### src/hdl/caes_ram.sv
`timescale 1ns / 1ps
// ----------------------------------------------------------------------------
// caes_ram
// Generic single write port RAM with registered read.
// ----------------------------------------------------------------------------
module caes_ram #(
  parameter int WIDTH = 8,
  parameter int DEPTH = 16
) (
  input  logic                                   clk,
  input  logic                                   we,
  input  logic [(DEPTH > 1 ? $clog2(DEPTH) : 1)-1:0] waddr,
  input  logic [WIDTH-1:0]                       wdata,
  input  logic [(DEPTH > 1 ? $clog2(DEPTH) : 1)-1:0] raddr,
  output logic [WIDTH-1:0]                       rdata
);

  logic [WIDTH-1:0] mem [DEPTH];

  always_ff @(posedge clk) begin
    if (we) begin
      mem[waddr] <= wdata;
    end
    rdata <= mem[raddr];
  end

endmodule

### config.mk
export PLATFORM = sky130hd
export DESIGN_NAME = caes_ram
export DESIGN_NICKNAME = d
export VERILOG_FILES = /design/src/hdl/caes_ram.sv
export SDC_FILE = /design/constraint.sdc
export NUM_CORES = 1
export LEC_CHECK = 0
export BUFFER_PORTS_ARGS = -buffer_cell sky130_fd_sc_hd__buf_2
export CORE_ASPECT_RATIO = 2
export CORE_MARGIN = 4
export CORE_UTILIZATION = 35
export CTS_CLUSTER_SIZE = 10
export DETAILED_ROUTE_END_ITERATION = 10
export PLACE_DENSITY_LB_ADDON = 0.12
export RECOVER_POWER = 100
export SLEW_MARGIN = 10
export SYNTH_ARGS = -nofsm -noshare
export SYNTH_HDL_FRONTEND = slang
export SYNTH_SLANG_ARGS = --single-unit
### constraint.sdc
create_clock -name clk -period 3.8 [get_ports clk]
set_input_delay 0.57 -clock clk [delete_from_list [all_inputs] [get_ports clk]]
set_output_delay 0.57 -clock clk [all_outputs]
set_load 0.03 [all_outputs]
# After elaboration in Yosys (flattened, before gate mapping)
# Memory sizes are Yosys's and may differ from the RTL's. A register that Yosys moved wholly into a read port is not among the register bits.
# Cells that the tools add are included.
[classes]
mux = 2
[op_table]
columns = ["op", "count"]
rows = [
  ["$mux W1", 2],
]
[totals]
ff_bits = 0
mem_bits_rw = 128
output_inout_bits = 8
elab_cells = 3
mem_count = 1
[mem_list]
columns = ["memory", "words", "width", "rd", "rd_ports_with_merged_regs", "write_ports", "line", "text"]
rows = [
  ["mem", 16, 8, 1, 1, 1, "18", "logic [WIDTH-1:0] mem [DEPTH];"],
]

# Depth between registers and ports, before layout
[logic_depth]
word_depth = 2
mapped_depth = 5
mapped_depth_nobuf = 3

# Worst setup path after synthesis
# No wires, ideal clock.
[synth_path]
kind = "input to register"
start = "in waddr[2] (netlist name)"
end = "mem mem[0][0], enable pin"
setup_time_ns = 0.383
t_arrival_ns = 1.680
t_required_ns = 3.417
slack_ns = 1.737
cell_stages = 2
cell_sequence = "or3b_2 > nor3_1"
[synth_rtl]
columns = ["element", "line", "text"]
rows = [
  ["from (decl)", "12", "input logic [(DEPTH > 1 ? $clog2(DEPTH) : 1)-1:0] waddr,"],
  ["to (decl)", "18", ""],
]
# Straight into the memory's write port.

==> impl_metrics.toml <==
[outcome]
status = "completed"

[die]
die_area_mm2 = 0.01683
core_area_mm2 = 0.01443
start_util = 0.3567
die_h_um = 179.5
ios = 26
rows = 62
die_x_um = 93.75

[worst_setup_path]
r2r-start = "mem[2][5]"
crit_family = "buffers and inverters"
required_ns = 4.08
worstPathArrival_ns = 2.61
reg2reg_setup_slack_ns = 2.44
slowest_delay_ns = 0.90
cp_max_fo = 32
criticalPathCategory = "primary input to flip-flop"
crit_path_top_delay_cell = "clkbuf_2"
crit_buf_inv = 2
path_cells = "buf_2, clkbuf_2, mux4_1, a22oi_1, nand2_1"
rr_endpoint = "rdata[5]"
rr_worst_depth = 3
startpoint_type = "primary input"
cp-end-kind = "flip-flop"

[layout]
fin_cells = 473
drive_gt1_frac = 0.2064
layout_common_cells = "edfxtp_1 (128), clkbuf_1 (23), mux4_2 (18), clkbuf_16 (17), a22oi_1 (16)"
final_common_cell = "edfxtp_1"
nNetsFinal = 286
antennaDiodeCount = 0
area_growth_pct = 16.33

[clock_tree]
cts_resized = 0
numCtsBuffers = 17
clockBufferDepth = 2
cts.sinks = 136
root_buffer = "clkbuf_16"
cts_tree = "done"
ctsHoldBuffers = 0
path_clk_slew_ns = 0.06
h-tree-depth = 4
clk_latency_ns = 0.41
post_cts_buffers = 0

[yosys]
synth_area_leaders = "edfxtp_1 (75%), mux4_2 (7.9%), mux4_1 (7.1%)"
yosys_warnings = 0
ys_types = 19
syn_nets = 247
synth_compound_area_frac = 0.02333
synth_top_area_share = 0.7467
synth_fa_ha_area_frac = 0
yosys.area_share.xor_xnor = 0
synthCells = 229
synth_top_area_cell = "edfxtp_1"
synth.mux.area_fraction = 0.1502
synthSimpleGateAreaFrac = 0.03184
synth.cell_area_mm2 = 0.005147
avgSynthCellArea_um2 = 22.48
seq_area_frac_synth = 0.7778
synth_top_family_by_area = "multiplexers"
yosys_register_bits = 136

[power]
powerDensity_mw_per_mm2 = 566.9
power_leakage_nw = 1.924
ir_drop_mv = 0.2794

[detailed_routing]
routed-via-count = 2374
drc = 0
first_pass_iters = 4
routed_wl_mm = 10.73
final_antenna_net_count = 0
drt_iter0_markers = 145
wire_per_inst_um = 22.69
avgViaCountPerCell = 5.019

[placement]
dp.cells = 441
globalplace.congestion = 0.6954
portBuffers = 25
hpwl_mm = 7.070

[sta]
rsz0062_at_grt = "no"
fmax_ghz = 0.4301
tns_ns = 0
worstMarginPinSlew_ns = 1.230
fin_hold_ws_ns = 0.6152
hold_viol = 0
fin_crit_ns = 2.325
drv_slew = 0
setup-violations-final = 0
min_period_over_period = 0.6118
skew_ns = 0.006930
relSlewSlack = 0.1798

[worst_hold_path]
hold_start = "waddr[1]"
hold_depth = 2
holdPathEnd = "mem[4][4]"
hold_class = "primary input to flip-flop"

[grt]
grt.total_usage = 0.1374
grt_overflow = 0
grt_first_pass_wirelength_mm = 16.17
antenna_found_initial = 0
grt_max_degree = 33
grt_pass1_vias = 2636

[run]
maxCapViolCount = 0
==> how the worst max path moves through the flow <==
| stage | startpoint | endpoint | slack [ns] | cells after the start |
|---|---|---|---|---|
| after CTS | raddr[0] | rdata[1] | 1.86 | 5 |
| final | raddr[0] | rdata[4] | 1.48 | 5 |
| after global routing | raddr[0] | rdata[3] | 1.27 | 5 |
| after detailed placement | raddr[0] | rdata[4] | 1.43 | 5 |
| after floorplan | waddr[2] | mem[0][0] | 1.74 | 2 |
| after global placement | raddr[0] | rdata[1] | 1.43 | 5 |
==> area by class of cell <==
class                      instances  area [µm²]
clock buffer                      18       439.2
multi-input combinational         83        1057
fill                            1358        8441
timing repair buffer              30       121.4
clock inverter                    14       126.4
sequential                       136        4004
tap                              192       240.2
==> state kept, by name (all words and copies together) (netlist names) <==
register and flops:
mem 128, rdata 8
==> synth_stat cells <==
cell             count
clkdlybuf4s25_2      3
buf_2                3
nor2b_1              1
or3b_2               1
nor2_1              13
nor3_1               4
and2b_1              1
buf_6                3
nand2b_1             2
and2_1               1
edfxtp_1           128
mux4_1              14
dfxtp_1              8
nand2_1              9
buf_4                1
nand3_1              1
mux4_2              18
a22oi_1             16
nand3b_1             2
==> metal layers <==
| layer | track usage | wire (µm) | up-vias |
|---|---|---|---|
| met3 | 0.03013 | 360 | 16 |
| met4 | 0.07581 | 335 | 0 |
| li1 | - | - | 1056 |
| met1 | 0.1452 | 3876 | 1242 |
| met5 | 0 | 0 | - |
| met2 | 0.2455 | 6160 | 60 |
==> power breakdown <==
part	internal (mW)	leakage, nW	switching [mW]
Clock	0.920	0.276	0.627
Combinational	0.0560	0.424	0.105
Sequential	1.68	1.22	0.00824
==> metrics by stage <==
stage | cell area (µm²) | setup slack [ns] | power, mW | utilization
after CTS | 6030 | 1.861 | 3.439 | 0.4179
after detailed placement | 5464 | 1.430 | 1.889 | 0.3787
after floorplan | 5147 | 1.737 | 1.821 | -
final | 5988 | 1.475 | 3.394 | 0.4150
after global placement | 5464 | 1.428 | 1.885 | 0.3787
after global routing | 5988 | 1.268 | 3.514 | 0.4150
==> logic make-up after synthesis <==
| family | after synthesis |
|---|---|
| buf+inv | 10 |
| mux | 32 |
| flops | 136 |
| simple gates | 35 |
| compound gates | 16 |
(Power assumes the default switching activity.)
