File: src/hdl/caes_pkg.sv
`timescale 1ns / 1ps
// ----------------------------------------------------------------------------
// caes_pkg
// Shared types and constants of the crank angle event scheduler.
// ----------------------------------------------------------------------------
package caes_pkg;

  localparam logic [25:0] Q_CYCLE = 26'd47185920;
  localparam logic [25:0] Q_HALF  = 26'd23592960;

  localparam logic [24:0] DEG_PER_TOOTH_RST = 25'd393216;
  localparam logic [25:0] TDC_OFFSET_RST    = 26'd7471104;
  localparam logic [25:0] FIRE_WINDOW_RST   = 26'd589824;

  // top shift of the modulo-720 compare and subtract reduction
  localparam logic [2:0] RED_TOP = 3'd6;

  localparam int DIV_N_W = 58;
  localparam int DIV_D_W = 26;

  typedef enum logic [1:0] {
    REG_DEG_PER_TOOTH = 2'd0,
    REG_TDC_OFFSET    = 2'd1,
    REG_FIRE_WINDOW   = 2'd2
  } reg_idx_t;

  typedef enum logic [2:0] {
    CMD_TOOTH      = 3'd0,
    CMD_SCHEDULE   = 3'd1,
    CMD_CANCEL_CYL = 3'd2,
    CMD_CANCEL_KND = 3'd3,
    CMD_CANCEL_ALL = 3'd4
  } cmd_t;

  typedef enum logic [3:0] {
    ST_IDLE,
    ST_ANGLE,
    ST_SCAN_RD,
    ST_SCAN_CHK,
    ST_MUL,
    ST_DIST,
    ST_DIV,
    ST_CAN_RD,
    ST_CAN_CHK,
    ST_EMIT,
    ST_OUT
  } state_t;

  typedef struct packed {
    logic [1:0]  kind;
    logic [2:0]  cylinder;
    logic [25:0] angle;
    logic [31:0] pulse;
  } slot_t;

  typedef struct packed {
    logic [1:0]  kind;
    logic [2:0]  cylinder;
    logic [31:0] fire_time;
    logic [31:0] pulse;
  } fire_t;

  typedef struct packed {
    logic                 start;
    logic [DIV_N_W-1:0]   dividend;
    logic [DIV_D_W-1:0]   divisor;
  } div_req_t;

  typedef struct packed {
    logic busy;
    logic done;
  } div_stat_t;

endpackage

File: src/hdl/caes_div.sv
`timescale 1ns / 1ps
// ----------------------------------------------------------------------------
// caes_div
// Shared restoring divider, one quotient bit per cycle.
// ----------------------------------------------------------------------------
module caes_div (
  input  logic                         clk,
  input  logic                         rst_n,
  input  caes_pkg::div_req_t           req,
  output caes_pkg::div_stat_t          stat,
  output logic [caes_pkg::DIV_N_W-1:0] quot
);

  localparam int NW = caes_pkg::DIV_N_W;
  localparam int DW = caes_pkg::DIV_D_W;
  localparam int CW = $clog2(NW + 1);

  logic [NW-1:0] dq_r, dq_nxt;
  logic [DW-1:0] r_r, r_nxt;
  logic [DW-1:0] d_r, d_nxt;
  logic [CW-1:0] cnt_r, cnt_nxt;
  logic          busy_r, busy_nxt;
  logic          done_r, done_nxt;
  logic [DW:0]   trial;
  logic [DW:0]   diff;

  always_comb begin
    trial    = {r_r, dq_r[NW-1]};
    diff     = trial - {1'b0, d_r};
    dq_nxt   = dq_r;
    r_nxt    = r_r;
    d_nxt    = d_r;
    cnt_nxt  = cnt_r;
    busy_nxt = busy_r;
    done_nxt = 1'b0;
    if (req.start) begin
      dq_nxt   = req.dividend;
      r_nxt    = '0;
      d_nxt    = req.divisor;
      cnt_nxt  = CW'(NW);
      busy_nxt = 1'b1;
    end else if (busy_r) begin
      if (trial >= {1'b0, d_r}) begin
        r_nxt  = diff[DW-1:0];
        dq_nxt = {dq_r[NW-2:0], 1'b1};
      end else begin
        r_nxt  = trial[DW-1:0];
        dq_nxt = {dq_r[NW-2:0], 1'b0};
      end
      cnt_nxt = cnt_r - 1'b1;
      if (cnt_r == CW'(1)) begin
        busy_nxt = 1'b0;
        done_nxt = 1'b1;
      end
    end
  end

  always_ff @(posedge clk) begin
    if (!rst_n) begin
      busy_r <= 1'b0;
      done_r <= 1'b0;
      cnt_r  <= '0;
    end else begin
      busy_r <= busy_nxt;
      done_r <= done_nxt;
      cnt_r  <= cnt_nxt;
    end
  end

  always_ff @(posedge clk) begin
    dq_r <= dq_nxt;
    r_r  <= r_nxt;
    d_r  <= d_nxt;
  end

  assign stat.busy = busy_r;
  assign stat.done = done_r;
  assign quot      = dq_r;

endmodule

File: config.mk
export PLATFORM = sky130hd
export DESIGN_NAME = caes_div
export DESIGN_NICKNAME = d
export VERILOG_FILES = /design/src/hdl/caes_pkg.sv /design/src/hdl/caes_div.sv
export SDC_FILE = /design/constraint.sdc
export NUM_CORES = 1
export LEC_CHECK = 0
export BUFFER_PORTS_ARGS = -buffer_cell sky130_fd_sc_hd__buf_2
export CAP_MARGIN = 20
export CORE_AREA = 2 2 155 111
export CTS_BUF_LIST = sky130_fd_sc_hd__clkbuf_4
export DETAILED_ROUTE_END_ITERATION = 16
export DIE_AREA = 0 0 157 113
export PLACE_DENSITY_LB_ADDON = 0.25
export SYNTH_ARGS = -nofsm -noshare
export SYNTH_HDL_FRONTEND = slang
export SYNTH_SLANG_ARGS = --single-unit
File: constraint.sdc
create_clock -name clk -period 7.9 [get_ports clk]
set_input_delay 1.58 -clock clk [delete_from_list [all_inputs] [get_ports clk]]
set_output_delay 1.58 -clock clk [all_outputs]
set_load 0.005 [all_outputs]
# Word-level counts from Yosys, hierarchy flattened
# Index checks and enable logic that the tools add are counted.
totals:
  register_bits: 118
  in_bits: 87
  output_inout_bits: 60
  elab_cells: 26
op_classes:
  addsub: 2
  magnitude_cmp: 1
  eq_ne: 1
  muxes: 10
  n_bitwise: 2
  reduce_logical: 3
ops:
  columns: ["op", "n"]
  rows:
  - ["58-bit 2-to-1 mux", 2]
  - ["27-bit by 26-bit greater-or-equal comparator with 1-bit output", 1]
  - ["26-bit 2-to-1 mux", 1]
  - ["26-bit subtractor", 1]
  - ["6-bit 2-to-1 mux", 2]
  - ["6-bit by 1-bit equality test with 1-bit output (second input constant)", 1]
  - ["6-bit by 1-bit subtractor with 6-bit output (second input constant)", 1]
  - ["1-bit 2-to-1 mux", 5]
  - ["3-bit OR reduction", 1]
  - ["1-bit NOT", 2]
  - ["2-bit nonzero test", 1]
  - ["2-bit OR reduction", 1]

# Longest topological paths before layout
depth:
  depth_word: 4
  mapped_depth: 13
  depth_no_buf: 12

# Worst setup path after synthesis
# No wires, ideal clock.
synth_path:
  path_type: "input-to-reg"
  startpoint: "in req[84] (netlist bit)"
  endpoint: "reg dq_r[0], in the netlist quot[0], enable pin"
  setup_time_ns: 0.412
  t_arrival_ns: 3.162
  required_ns: 7.488
  slack_ns: 4.326
  cell_stages: 3
  n_path_buf: 1
  cell_sequence: "clkbuf_1 nor2_1 inv_1"
synth_via:
  elab_chain_cells: 1
synth_rtl:
  columns: ["element", "line_no", "source"]
  rows:
  - ["from (decl)", "caes_div.sv:9", "input caes_pkg::div_req_t req,"]
  - ["2-bit nonzero test (no line)", null, null]
  - ["to (signal assigned)", "caes_div.sv:71", "dq_r <= dq_nxt;"]
  - ["to (decl)", "caes_div.sv:18", "logic [NW-1:0] dq_r, dq_nxt;"]
# Every way passes these cells.
# A chain may end at the register's enable or synchronous reset.

# Final worst setup path
layout_path:
  startpoint: "reg d_r[18]"
  endpoint: "reg r_r[25]"
layout_via:
  elab_chain_cells: 2
  elab_cells_between_ends: 3
  cone_classes: "add/sub (1); order compare (1); mux (1)"
layout_rtl:
  columns: ["element", "line_no", "source"]
  rows:
  - ["from (decl)", "caes_div.sv:20", "logic [DW-1:0] d_r, d_nxt;"]
  - ["from (signal assigned)", "caes_div.sv:73", "d_r <= d_nxt;"]
  - ["26-bit subtractor or 27-bit by 26-bit greater-or-equal comparator with 1-bit output (tied branches)", "caes_div.sv:29, caes_div.sv:43", null]
  - ["26-bit 2-to-1 mux *", "caes_div.sv:43", "if (trial >= {1'b0, d_r}) begin"]
  - ["to (signal assigned)", "caes_div.sv:72", "r_r <= r_nxt;"]
  - ["to (decl)", "caes_div.sv:19", "logic [DW-1:0] r_r, r_nxt;"]
# Every way passes the cells marked *; elsewhere a longest branch is shown, timed or not.

==> reports/metrics.yaml <==
post-cts-setup-buffers: 0
maximum_number_of_pins_on_one_net_before_global_route_repair: 70
timing.setup.critical_path_class: "register to register"
maxSlewHeadroom: 0.401
synth_edf_count: 84
sequential_cell_area_um2: 3200
synth_async_sr_flop_share: 0
die-height_um: 113
placeableCoreArea_um2: 16200
synth_top_family_by_area: "compound AO/OA/AOI/OAI gates"
rsz0062_at_grt: "false"
worstHoldEndpoint: "r_r[25]"
area_of_combinational_cells_with_multiple_inputs_um2: 2750
timing.critical_path.cells: "inv_1 > ha_1 > a21oi_2 > o21ai_0 > a211o_1 > or4b_1 > o21ai_2 > buf_4 > a2111oi_0 > o21a_1 > o41ai_1"
worst_ep_required_time_ps: 8390
setup_total_negative_slack_ps: 0
timing_max_transition_violations_final: 0
finalHoldViolCount: 0
power_density_nw_per_um2: 196
pin_count: 147
tritoncts: "yes"
synth.net_count: 673
numPlacedInstances: 907
wl_um: 14700
globalRouteMet2Util: 0.262
detail_route.first_pass.iterations: 5
grt_pass1_wl_um: 23700
clock_insertion_delay_worst_skew_ps: 580
holdBufCountCts: 0
timing.rr.start: "d_r[18]"
portBuffers: 146
cts_htree_levels: 4
worstPathMaxFanout: 28
rows: 39
gp_congestion: 0.853
setup_viol_count_final: 0
endpoint_type_of_the_worst_setup_path: "register"
post_synth_xor_area_fraction: 0.0308
via_per_inst: 5.04
rr_worst_depth: 11
timing.critical_path.slowest_cell_delay_ps: 510
min_path_cells: 2
initial_utilization: 0.387
drt.antenna.violating_nets: 0
postSynthCellCount: 557
share_of_the_clock_period_used_by_the_worst_path_after_layout: 0.454
route.vias.total: 4738
root_buffer: "sky130_fd_sc_hd__clkbuf_4"
wire_per_inst_um: 15.6
synth.cell_area_um2: 6250
drt-initial-drc-count: 452
clockBufferDepth: 2
max_freq_mhz: 279
worstHoldStart: "r_r[25]"
min-delay-path-class: "register to register"
worst_skew_ps: 21.7
postCtsResizedCells: 0
clk_pin_slew_worst_paths_ps: 150
mostFrequentLayoutCells: "sky130_fd_sc_hd__buf_2, sky130_fd_sc_hd__edfxtp_1, sky130_fd_sc_hd__nor2_1, sky130_fd_sc_hd__mux2_2, sky130_fd_sc_hd__inv_1"
antenna_violations_before_repair: 0
top_usage_layer: "met2"
groute.layer.met1.usage: 0.234
cpLargestDelayFamily: "compound AO/OA/AOI/OAI gates"
fin_crit_ps: 3590
avgSynthCellArea_um2: 11.2
synth_fa_ha_area_frac: 0.0593
ir_worst_vdd_uv: 103
first_global_vias: 4753
finalPower_mw: 1.46
register_bit_total_from_synthesis: 118
global_route_met3_usage: 0.0509
num_clock_sinks: 118
status: "finished, final reports clean"
post_synth_and_or_nand_nor_area_fraction: 0.0989
timing_worst_slew_pin_value_ps: 894
ys_types: 61
yosys-mux-area-fraction: 0.117
synth_sequential_area_ratio: 0.513
worst_path_max_delay_cell: "sky130_fd_sc_hd__or4b_1"
final_common_cell: "sky130_fd_sc_hd__buf_2"
arrival_ps: 4080
die-area_um2: 17700
number_of_drc_violations_after_detailed_routing: 0
layout-drive-gt1-share: 0.346
worst_setup_path_start_kind: "register"
fillers: 1529
nets: 817
post-dp-hpwl_um: 10600
power.leakage_nw: 3.19
die_w_um: 157
worst-path-buf-inv: 2
synth_compound_gate_area_share: 0.134
grt_overflow: 0
grt.total_usage: 0.170
instances_no_fill: 940
tritoncts.num_buffers: 17
synth.yosys.warnings: 0
setup.reg_to_reg.worst_slack_ps: 4310
yosys_most_used_dff: "sky130_fd_sc_hd__edfxtp_1"
rr_endpoint: "r_r[25]"
area_delta_synth_final_pct: 19.0
max_cap_violations: 0
[cell families after synthesis]
logic type | after synthesis
fa+ha+maj | 29
simple gates | 134
xor+xnor | 22
mux | 66
compound gates | 123
flops | 118
buf+inv | 65
[synthesized netlist by cell type, types with 12 or more instances]
cell type                  count  area [µm²]
sky130_fd_sc_hd__clkbuf_1     14        52.6
sky130_fd_sc_hd__mux2_2       57         642
sky130_fd_sc_hd__edfxtp_1     84        2520
sky130_fd_sc_hd__nor3_1       12        60.1
sky130_fd_sc_hd__inv_1        40         150
sky130_fd_sc_hd__nand2_1      23        86.3
sky130_fd_sc_hd__a211oi_1     13        97.6
sky130_fd_sc_hd__ha_1         28         350
sky130_fd_sc_hd__nor2_1       57         214
sky130_fd_sc_hd__o21ai_0      23         115
sky130_fd_sc_hd__nand3_1      12        60.1
sky130_fd_sc_hd__xnor2_1      18         158
sky130_fd_sc_hd__a21oi_1      30         150
sky130_fd_sc_hd__dfxtp_1      34         681
[metal layers]
layer,share of wire,routed length (µm)
met5,0,0
met4,0.010,150
met3,0.054,800
met2,0.45,6690
met1,0.48,7070
[flip-flops by register name (all words and copies together), names as in the netlist]
register	count
d_r	26
busy_r	1
quot	58
cnt_r	6
r_r	26
done_r	1
[layout make-up]
type / count / share of cell area
Multi-Input combinational cell: 374 / 0.370
Inverter: 40 / 0.0202
Tap cell: 225 / 0.0379
Timing Repair Buffer: 150 / 0.103
Sequential cell: 118 / 0.431
Clock buffer: 17 / 0.0172
Antenna cell: 1 / 0.000337
Clock inverter: 15 / 0.0207
[where the power goes]
part           total (mW)  internal (mW)  switching (mW)
clock network       0.445          0.144           0.301
logic               0.262          0.122           0.139
registers           0.752          0.724          0.0276
[worst min-delay path: stages, from the launching register on]
cell	delay (ps)
sky130_fd_sc_hd__dfxtp_1	360
sky130_fd_sc_hd__nand2_1	60
sky130_fd_sc_hd__o41ai_1	50
[per-stage QoR]
stage | area [µm²] | worst slack [ps] | hold slack (ps) | util
2_1_floorplan | 6250 | 4330 | 435 | -
3_3_place_gp | 7150 | 4290 | 462 | 0.443
3_5_place_dp | 7150 | 4150 | 473 | 0.443
4_1_cts | 7430 | 4290 | 494 | 0.460
5_1_grt | 7430 | 4000 | 518 | 0.460
6_report | 7430 | 4310 | 493 | 0.460
[worst max path at each step]
stage | from | cells past startpoint | end
after floorplan | req[84] | 3 | quot[0]
final | d_r[18] | 11 | r_r[25]
after global placement | req[84] | 6 | r_r[17]
after global routing | quot[57] | 12 | r_r[22]
after CTS | d_r[18] | 11 | r_r[25]
after detailed placement | req[84] | 6 | r_r[20]
Power figures use the tool's default switching activity.
